$ cat src/sv/trc_pkg.sv
package trc_pkg;

  // Item command codes
  typedef enum logic {
    CMD_WRITE = 1'b0,
    CMD_QUERY = 1'b1
  } cmd_e;

  // Configuration register indexes
  typedef enum logic [1:0] {
    CFG_MAX_DEV = 2'd0,
    CFG_ROUGH   = 2'd1,
    CFG_MEAN    = 2'd2
  } cfg_idx_e;

  localparam int unsigned CFG_W     = 15;
  localparam int unsigned CFG_IDX_W = 2;

  localparam logic [CFG_W-1:0] MAX_DEV_RST = 15'd410;
  localparam logic [CFG_W-1:0] ROUGH_RST   = 15'd205;
  localparam logic [CFG_W-1:0] MEAN_RST    = 15'd819;

  // Window shape
  localparam int unsigned WIN_ROWS  = 3;
  localparam int unsigned WIN_COLS  = 5;
  localparam int unsigned WIN_CELLS = WIN_ROWS * WIN_COLS;

  // Datapath widths
  localparam int unsigned H_W    = 16;  // height sample
  localparam int unsigned S_W    = 20;  // window sum, signed
  localparam int unsigned DIFF_W = 21;  // 15*v - S, signed
  localparam int unsigned DEV_W  = 20;  // |15*v - S|
  localparam int unsigned GSUM_W = 23;  // sum of one window row of deviations
  localparam int unsigned SUMD_W = 24;  // sum of all deviations
  localparam int unsigned NUM_W  = 27;  // cost numerator, signed
  localparam int unsigned MAG_W  = 26;  // numerator magnitude

  // Division by 225: q = (mag * RECIP_225) >> RECIP_SHIFT, exact for mag < 2**26
  localparam int unsigned RECIP_W     = 27;
  localparam int unsigned RECIP_SHIFT = 34;
  localparam int unsigned PROD_W      = MAG_W + RECIP_W;
  localparam int unsigned QUO_W       = PROD_W - RECIP_SHIFT;
  localparam logic [RECIP_W-1:0] RECIP_225 = 27'd76354975;

  localparam logic signed [15:0] COST_BLOCKED = 16'sd4096;
  localparam logic signed [15:0] COST_MAX     = 16'sh7FFF;
  localparam logic signed [15:0] COST_MIN     = 16'sh8000;

  typedef struct packed {
    cmd_e              cmd;
    logic [6:0]        row;
    logic [6:0]        col;
    logic signed [15:0] height;
  } item_t;

  typedef struct packed {
    logic signed [15:0] cost;
    logic               blocked;
  } result_t;

  typedef enum logic [3:0] {
    ST_CLEAR,
    ST_IDLE,
    ST_READ,
    ST_DRAIN,
    ST_LANE,
    ST_GROUP,
    ST_SUM,
    ST_NUM,
    ST_MAG,
    ST_MUL,
    ST_FIN
  } ctrl_state_e;

  // Controller to datapath
  typedef struct packed {
    logic clr_en;
    logic wr_en;
    logic load;
    logic rd_en;
    logic lane_en;
    logic grp_en;
    logic sum_en;
    logic num_en;
    logic mag_en;
    logic mul_en;
    logic out_load;
  } dp_cmd_t;

  // Datapath to controller
  typedef struct packed {
    logic clr_last;
    logic rd_last;
    logic out_free;
  } dp_stat_t;

endpackage

$ cat src/sv/trc_ctrl.sv
module trc_ctrl (
  input  logic               clk_i,
  input  logic               rst_ni,
  input  logic               in_valid_i,
  input  trc_pkg::cmd_e      in_cmd_i,
  output logic               in_ready_o,
  input  trc_pkg::dp_stat_t  stat_i,
  output trc_pkg::dp_cmd_t   cmd_o
);

  trc_pkg::ctrl_state_e state_q, state_d;

  always_ff @(posedge clk_i or negedge rst_ni) begin
    if (!rst_ni) begin
      state_q <= trc_pkg::ST_CLEAR;
    end else begin
      state_q <= state_d;
    end
  end

  always_comb begin
    state_d    = state_q;
    cmd_o      = '0;
    in_ready_o = 1'b0;
    case (state_q)
      trc_pkg::ST_CLEAR: begin
        cmd_o.clr_en = 1'b1;
        if (stat_i.clr_last) begin
          state_d = trc_pkg::ST_IDLE;
        end
      end
      trc_pkg::ST_IDLE: begin
        in_ready_o = 1'b1;
        if (in_valid_i) begin
          if (in_cmd_i == trc_pkg::CMD_QUERY) begin
            cmd_o.load = 1'b1;
            state_d    = trc_pkg::ST_READ;
          end else begin
            cmd_o.wr_en = 1'b1;
          end
        end
      end
      trc_pkg::ST_READ: begin
        cmd_o.rd_en = 1'b1;
        if (stat_i.rd_last) begin
          state_d = trc_pkg::ST_DRAIN;
        end
      end
      trc_pkg::ST_DRAIN: state_d = trc_pkg::ST_LANE;
      trc_pkg::ST_LANE: begin
        cmd_o.lane_en = 1'b1;
        state_d       = trc_pkg::ST_GROUP;
      end
      trc_pkg::ST_GROUP: begin
        cmd_o.grp_en = 1'b1;
        state_d      = trc_pkg::ST_SUM;
      end
      trc_pkg::ST_SUM: begin
        cmd_o.sum_en = 1'b1;
        state_d      = trc_pkg::ST_NUM;
      end
      trc_pkg::ST_NUM: begin
        cmd_o.num_en = 1'b1;
        state_d      = trc_pkg::ST_MAG;
      end
      trc_pkg::ST_MAG: begin
        cmd_o.mag_en = 1'b1;
        state_d      = trc_pkg::ST_MUL;
      end
      trc_pkg::ST_MUL: begin
        cmd_o.mul_en = 1'b1;
        state_d      = trc_pkg::ST_FIN;
      end
      trc_pkg::ST_FIN: begin
        // hold until the output register can take the result
        if (stat_i.out_free) begin
          cmd_o.out_load = 1'b1;
          state_d        = trc_pkg::ST_IDLE;
        end
      end
      default: state_d = trc_pkg::ST_CLEAR;
    endcase
  end

  a_port_users_exclusive: assert property (@(posedge clk_i) disable iff (!rst_ni)
    $onehot0({cmd_o.clr_en, cmd_o.wr_en, cmd_o.rd_en, cmd_o.out_load}))
    else $error("map port or output register driven by two operations");

  a_query_starts_reads: assert property (@(posedge clk_i) disable iff (!rst_ni)
    (in_valid_i && in_ready_o && (in_cmd_i == trc_pkg::CMD_QUERY)) |=>
      (state_q == trc_pkg::ST_READ))
    else $error("accepted query did not start the window reads");

  a_last_read_drains: assert property (@(posedge clk_i) disable iff (!rst_ni)
    ((state_q == trc_pkg::ST_READ) && stat_i.rd_last) |=> (state_q == trc_pkg::ST_DRAIN))
    else $error("window reads did not stop after the last cell");

endmodule

$ cat config.mk
export PLATFORM = sky130hd
export DESIGN_NAME = trc_ctrl
export DESIGN_NICKNAME = d
export VERILOG_FILES = /design/src/sv/trc_pkg.sv /design/src/sv/trc_ctrl.sv
export SDC_FILE = /design/constraint.sdc
export NUM_CORES = 1
export LEC_CHECK = 0
export ABC_AREA = 1
export BUFFER_PORTS_ARGS = -buffer_cell sky130_fd_sc_hd__buf_4
export CAP_MARGIN = 10
export CELL_PAD_IN_SITES_DETAIL_PLACEMENT = 0
export CELL_PAD_IN_SITES_GLOBAL_PLACEMENT = 2
export CORE_MARGIN = 4
export CORE_UTILIZATION = 18
export CTS_CLUSTER_SIZE = 12
export DETAILED_ROUTE_END_ITERATION = 10
export PLACE_DENSITY = 0.76
export SYNTH_ARGS = -nofsm -noshare
export SYNTH_HDL_FRONTEND = slang
export SYNTH_SLANG_ARGS = --single-unit
$ cat constraint.sdc
create_clock -name clk_i -period 1.2 [get_ports clk_i]
set_input_delay 0.06 -clock clk_i [delete_from_list [all_inputs] [get_ports clk_i]]
set_output_delay 0.06 -clock clk_i [all_outputs]
set_load 0.05 [all_outputs]
==> flow_summary.toml, run 1 <==
[routing]
ant_nets = 0
drt_iter0_drc = 5
routed_via_density = 3.920
vias = 439
routedWlPerCell_um = 10.46
firstDrtPassIters = 4
drc = 0
wirelength_mm = 1.172

[die]
boundaryPins = 19
rows = 15
dieHeight_um = 50.35
start_util_pct = 18.90
die_x_um = 50.35
dieArea_sq_um = 2535
core-area_sq_um = 1708

[timing]
worstMarginPinSlew_ns = 0.2026
fmaxAchievable_mhz = 747.1
timing.final.ws_setup_ns = -0.1385
relSlewSlack_pct = 86.50
finalSetupViolations = 12
rsz0062_at_grt = "yes"
final_max_slew_viol_count = 0
period_needed_ns = 1.338
fin_tns_setup_ns = -0.9453
period_share_pct = 111.5
fin_worst_skew_ns = 0.009890
hold_viol = 0

[setup_path]
cpPeakStageDelay_ns = 0.45
cpMaxStageDelayCell = "dfrtp_2"
cp-start-kind = "flop"
path_class = "reg -> out"
cp_cell_sequence = "nor2_4 > inv_2 > nor2_4 > nand2_2 > nor2_4 > buf_8"
cp-end-kind = "primary output"
critPathTopFamily = "flip-flops"
cp_max_fo = 4
cp.required_ns = 1.14
cpMostUsedCell = "nor2_4"
path_buf_inv = 2
crit_arrival_ns = 1.28

[status]
violations = "setup timing"
outcome = "finished with violations"

[synthesis]
synth_top_family_by_area = "simple AND/OR/NAND/NOR gates"
synthAdderAreaFrac_pct = 0
ys_ff_latch = 4
synth-compound-area-share_pct = 6.977
synthCells = 54
seq_area_frac_synth_pct = 31.01
syn_area_sq_um = 322.8
synth.avg_cell_area_sq_um = 5.978
synthesis.nets = 61
synth_cell_types = 14
yosys.area_share.simple_pct = 48.84
yosysWarnings = 0
muxShareOfSynthArea_pct = 0
synth_xor_area_share_pct = 2.713

[cts]
cts.sinks = 4
htree_levels = 1
clockBufferDepth = 2
path_clk_slew_ns = 0.04
worstSkewPairLatency_ns = 0.24
numCtsBuffers = 3
clock-root-buffer = "clkbuf_4"
cts_tree = "yes"

[power]
p_clk_share_pct = 7.5
power.switching_mw = 1.356
leakagePower_nw = 0.3613
max-vdd-ir-drop_mv = 1.226
intPower_mw = 1.127
p_per_area_nw_per_um2 = 3201
p_sw_share_pct = 54.61
total_power_mw = 2.483
seq_power_share_pct = 13.6
power_frac_comb_pct = 78.9

[global_routing]
grt-ovfl-total = 0
grt_usage_pct = 10.32
grt_max_degree = 7
grt_pass1_vias = 464
grt_pass1_wl_mm = 1.966
antenna_found_initial = 0

[final_layout]
drive_above_1_share_pct = 71.26
fin_cells = 112
largest_reg_flops = 4
diodes = 0
top_register = "state_q"
nNetsFinal = 95
reg_top3 = "state_q (4)"
final_util_pct = 45.42
area_growth_pct = 140.3

[job]
maxCapViolCount = 0

[worst_hold_path]
holdCritPathClass = "in -> reg"

[placement]
routabilityCongestion = 0.7164
dpl.hpwl_um = 886.2
io_buffers = 18
dp_cells = 100
dpl_worst_slack_ns = -0.02494
-- cells by family (layout without fill, tap and decap cells) --
group / count (synthesis) / in the layout
simple gates: 36 / 36
buf+inv: 9 / 42
compound gates: 4 / 4
flops: 4 / 4
xor+xnor: 1 / 1
-- layout by cell type (no fill, tap or decap) --
| cell | n |
|---|---|
| a21oi_1 | 2 |
| a22oi_1 | 1 |
| buf_4 | 16 |
| buf_6 | 8 |
| buf_8 | 4 |
| clkbuf_1 | 1 |
| clkbuf_4 | 3 |
| dfrtp_1 | 2 |
| dfrtp_2 | 2 |
| dlygate4sd3_1 | 1 |
| inv_1 | 3 |
| inv_2 | 6 |
| nand2_1 | 8 |
| nand2_2 | 4 |
| nand2_4 | 1 |
| nand3_1 | 1 |
| nand3_2 | 1 |
| nand3_4 | 1 |
| nand3b_1 | 1 |
| nor2_1 | 3 |
| nor2_2 | 5 |
| nor2_4 | 9 |
| nor3_2 | 2 |
| o21ai_1 | 1 |
| xor2_1 | 1 |
-- power groups by stage --
stage	combinational [mW]	sequential, mW	clock (mW)
2_1_floorplan	0.996	0.304	0
3_3_place_gp	1.41	0.309	0
3_5_place_dp	1.41	0.313	0
4_1_cts	1.82	0.326	0.192
5_1_grt	2.10	0.350	0.210
6_report	1.96	0.339	0.186
-- worst reg2reg max path, cell delays in order, from the launching register on --
cell     delay, ns
dfrtp_1       0.41
inv_2         0.09
nor2_4        0.13
buf_4         0.12
nand3_2       0.07
nand2_2       0.08
nor2_2        0.04
nand2_1       0.05
nand2_1       0.05
-- synth_stat cells --
cell | number | area [sq um]
a22oi_1 | 1 | 7.510
nor3_1 | 2 | 10.01
nand3_1 | 2 | 10.01
nand2_1 | 13 | 48.80
o21ai_0 | 1 | 5.000
nand3_2 | 1 | 10.01
inv_2 | 1 | 3.750
nor2_1 | 14 | 52.55
xor2_1 | 1 | 8.760
dfrtp_1 | 4 | 100.1
a21oi_1 | 2 | 10.01
nand3b_1 | 1 | 7.510
inv_1 | 8 | 30.03
nor2_2 | 3 | 18.77
-- what timing repair did --
item	4_1_cts	5_1_grt
endpoints found under the setup margin	12	14
buffers inserted	6	2
gates resized for setup	25	15
hold buffers	1	0
hold endpoints to repair	4	0
pin swaps	10	3
-- layout make-up --
| class | instances | area [sq um] |
|---|---|---|
| repair buffers | 29 | 280.3 |
| inverters | 9 | 33.78 |
| flip-flops and latches | 4 | 102.6 |
| multi-input cells | 41 | 301.5 |
| well taps | 25 | 31.28 |
| clock buffers | 4 | 26.28 |
| fillers | 174 | 932.1 |
-- routing by layer --
layer  routed length (um)  global-route usage (%)  share of wire (%)  vias up
met4                    0                   4.036                  0        0
met1                  506                   12.23                 43      195
met2                  594                   16.52                 51       12
met5                    0                       0                  0        -
met3                   71                   4.154                6.1        0
li1                     -                       -                  -      232
-- final timing paths --
kind	cells past startpoint	slack, ns	startpoint	endpoint
max	6	-0.14	state_q[2]	cmd_o[9]
min	4	0.13	stat_i[0]	state_q[3]
max reg2reg	8	0.04	state_q[3]	state_q[1]
min reg2reg	3	0.65	state_q[1]	state_q[3]
max in group asynchronous	2	0.93	rst_ni	state_q[0]
min in group asynchronous	2	0.15	rst_ni	state_q[3]
-- metrics by stage --
stage | area, sq um | hold slack [ns]
5_1_grt | 775.7 | 0.1351
2_1_floorplan | 371.6 | -0.2356
3_5_place_dp | 560.5 | -0.1427
3_3_place_gp | 560.5 | -0.1410
4_1_cts | 714.4 | 0.1393
6_report | 775.7 | 0.1311
No activity file was read; power rests on OpenSTA's default activity.
==> run 2: changes to the inputs <==
--- a/config.mk
+++ b/config.mk
@@ -5,13 +5,12 @@
 export SDC_FILE = /design/constraint.sdc
 export NUM_CORES = 1
 export LEC_CHECK = 0
-export ABC_AREA = 1
 export BUFFER_PORTS_ARGS = -buffer_cell sky130_fd_sc_hd__buf_4
 export CAP_MARGIN = 10
 export CELL_PAD_IN_SITES_DETAIL_PLACEMENT = 0
 export CELL_PAD_IN_SITES_GLOBAL_PLACEMENT = 2
 export CORE_MARGIN = 4
-export CORE_UTILIZATION = 18
+export CORE_UTILIZATION = 21
 export CTS_CLUSTER_SIZE = 12
 export DETAILED_ROUTE_END_ITERATION = 10
 export PLACE_DENSITY = 0.76
==> flow_summary.toml, run 2 <==
[status]
outcome = "finished with violations"
violations = "setup timing"

[cts]
path_clk_slew_ns = 0.04
htree_levels = 1
clockBufferDepth = 2
numCtsBuffers = 3
worstSkewPairLatency_ns = 0.23
clock-root-buffer = "clkbuf_4"
cts.sinks = 4
cts_tree = "yes"

[synthesis]
synthesis.nets = 51
synthArstFlopShare_pct = 100.0
yosys.cell_count.top_type = "nor2_1"
synth_top_area_share_pct = 27.87
yosysWarnings = 0
synthCells = 44
synth_edf_count = 0
yosysTopAreaCell = "dfrtp_1"
ys.flop_type = "dfrtp_1"
ys_ff_latch = 4
synth.avg_cell_area_sq_um = 8.161
syn_area_sq_um = 359.1
seq_area_frac_synth_pct = 27.87
synth_top_cells_by_count = "nor2_1, nand2_1, dfrtp_1, nor3_1"
yosys-top-cells-area = "dfrtp_1, nor2_1, nor4b_4, nor3_1, nand2_1"
synth_cell_types = 23

[setup_path]
cp_cell_sequence = "buf_6 > nor4b_4 > buf_4 > and3_4 > buf_8"
cp-start-kind = "flop"
cp_max_fo = 4
path_class = "reg -> out"
crit_arrival_ns = 1.54
cpMaxStageDelayCell = "dfrtp_2"
cpPeakStageDelay_ns = 0.43
cp-end-kind = "primary output"
cp.required_ns = 1.14
critPathTopFamily = "buffers and inverters"
path_buf_inv = 3

[timing]
finalSetupViolations = 14
fmaxAchievable_mhz = 625.1
final_max_slew_viol_count = 0
rsz0062_at_grt = "yes"
timing.final.ws_setup_ns = -0.3997
period_needed_ns = 1.600
period_share_pct = 133.3
relSlewSlack_pct = 85.33
fin_worst_skew_ns = 0.0003413
worstMarginPinSlew_ns = 0.2191
hold_viol = 0

[routing]
firstDrtPassIters = 4
wirelength_mm = 1.304
ant_nets = 0
routed_via_density = 4.790
drt_iter0_drc = 5
routedWlPerCell_um = 13.04
drc = 0
vias = 479

[placement]
io_buffers = 18
dpl.hpwl_um = 907.4
dpl_worst_slack_ns = -0.2949
routabilityCongestion = 0.7428

[power]
total_power_mw = 2.905
leakagePower_nw = 0.4339
p_per_area_nw_per_um2 = 3051
max-vdd-ir-drop_mv = 1.208

[global_routing]
grt_pass1_vias = 488
grt_max_degree = 10
grt_pass1_wl_mm = 2.118
grt_usage_pct = 11.01
grt-ovfl-total = 0
antenna_found_initial = 0

[die]
core-area_sq_um = 1559
die_x_um = 49.35
start_util_pct = 23.03
rows = 14
dieHeight_um = 49.35
boundaryPins = 19
dieArea_sq_um = 2435

[final_layout]
drive_above_1_share_pct = 83.33
area_growth_pct = 165.2
largest_reg_flops = 4
layout_commonest_cell = "buf_6"
n_fill_cell = 121
top_register = "state_q"
reg_top3 = "state_q (4)"
layout_common_cells = "buf_6, buf_4, buf_8"
nNetsFinal = 93
diodes = 0

[worst_hold_path]
holdCritPathClass = "in -> reg"

[job]
maxCapViolCount = 0
-- run 2: cell count changes after synthesis, moves of 3 or more --
cell     change
nor2_2       -3
inv_1        -7
nor2_1       -6
nand2_1      -8
-- run 2: worst paths after layout --
| kind | from | endpoint | slack, ns | depth (start not counted) |
|---|---|---|---|---|
| min in group asynchronous | rst_ni | state_q[0] | 0.17 | 2 |
| max | state_q[3] | cmd_o[8] | -0.40 | 5 |
| min | stat_i[0] | state_q[3] | 0.15 | 3 |
| max in group asynchronous | rst_ni | state_q[1] | 0.92 | 2 |
| min reg2reg | state_q[3] | state_q[2] | 0.60 | 2 |
| max reg2reg | state_q[1] | state_q[1] | -0.33 | 5 |
-- run 2: repair_timing --
action                                 in CTS  in global routing
endpoints found under the hold margin       4                  0
resized for setup                          34                 19
setup endpoints to repair                  14                 15
buffers inserted                            6                  3
pin swaps                                   4                  7
hold buffers                                1                  0
-- run 2: area by class of cell --
cell class	instances	area [sq um]	area share, %
clock buffer	3	22.52	2.365
timing repair buffer	41	422.9	44.42
multi-input combinational	35	380.4	39.95
sequential	4	102.6	10.78
inverter	1	3.754	0.3942
tap	16	20.02	2.102
-- run 2: power by group --
part           switching (mW)  internal (mW)  total, mW  leakage [nW]
combinational            1.25           1.21       2.46         0.373
sequential             0.0734          0.211      0.284        0.0471
clock                  0.0529          0.112      0.165        0.0138
-- run 2: worst min-delay path: cells and delay by family --
family	cells	cell delay [ns]
AO/OA/AOI/OAI	2	0.18
buffers and inverters	1	0.09
-- run 2: stage by stage --
step / instance area (sq um) / hold slack, ns / util (%) / cells / setup TNS (ns)
2_1_floorplan: 426.7 / -0.2356 / - / 44 / -4.730
3_3_place_gp: 634.4 / -0.1396 / 40.69 / 87 / -1.213
3_5_place_dp: 634.4 / -0.1365 / 40.69 / 87 / -1.310
4_1_cts: 848.3 / 0.1512 / 54.41 / 97 / -3.200
5_1_grt: 952.2 / 0.1654 / 61.08 / 100 / -4.334
6_report: 952.2 / 0.1461 / 61.08 / 100 / -3.535
-- run 2: layer usage --
layer | routed length [um] | part of all wire [%] | GRT usage (%)
met4 | 0 | 0 | 1.422
met5 | 0 | 0 | 0
met2 | 644 | 49 | 16.96
met3 | 64 | 4.9 | 4.587
met1 | 594 | 46 | 14.55
-- run 2: logic make-up (layout without fill, tap and decap cells) --
family / count (synthesis) / count (layout) / synth area share, %
buffers and inverters: 5 / 45 / 9.059
flip-flops: 4 / 4 / 27.88
AO/OA/AOI/OAI: 5 / 5 / 10.80
multiplexers: 1 / 1 / 3.136
XOR/XNOR: 1 / 1 / 2.439
AND/OR/NAND/NOR: 28 / 28 / 46.69
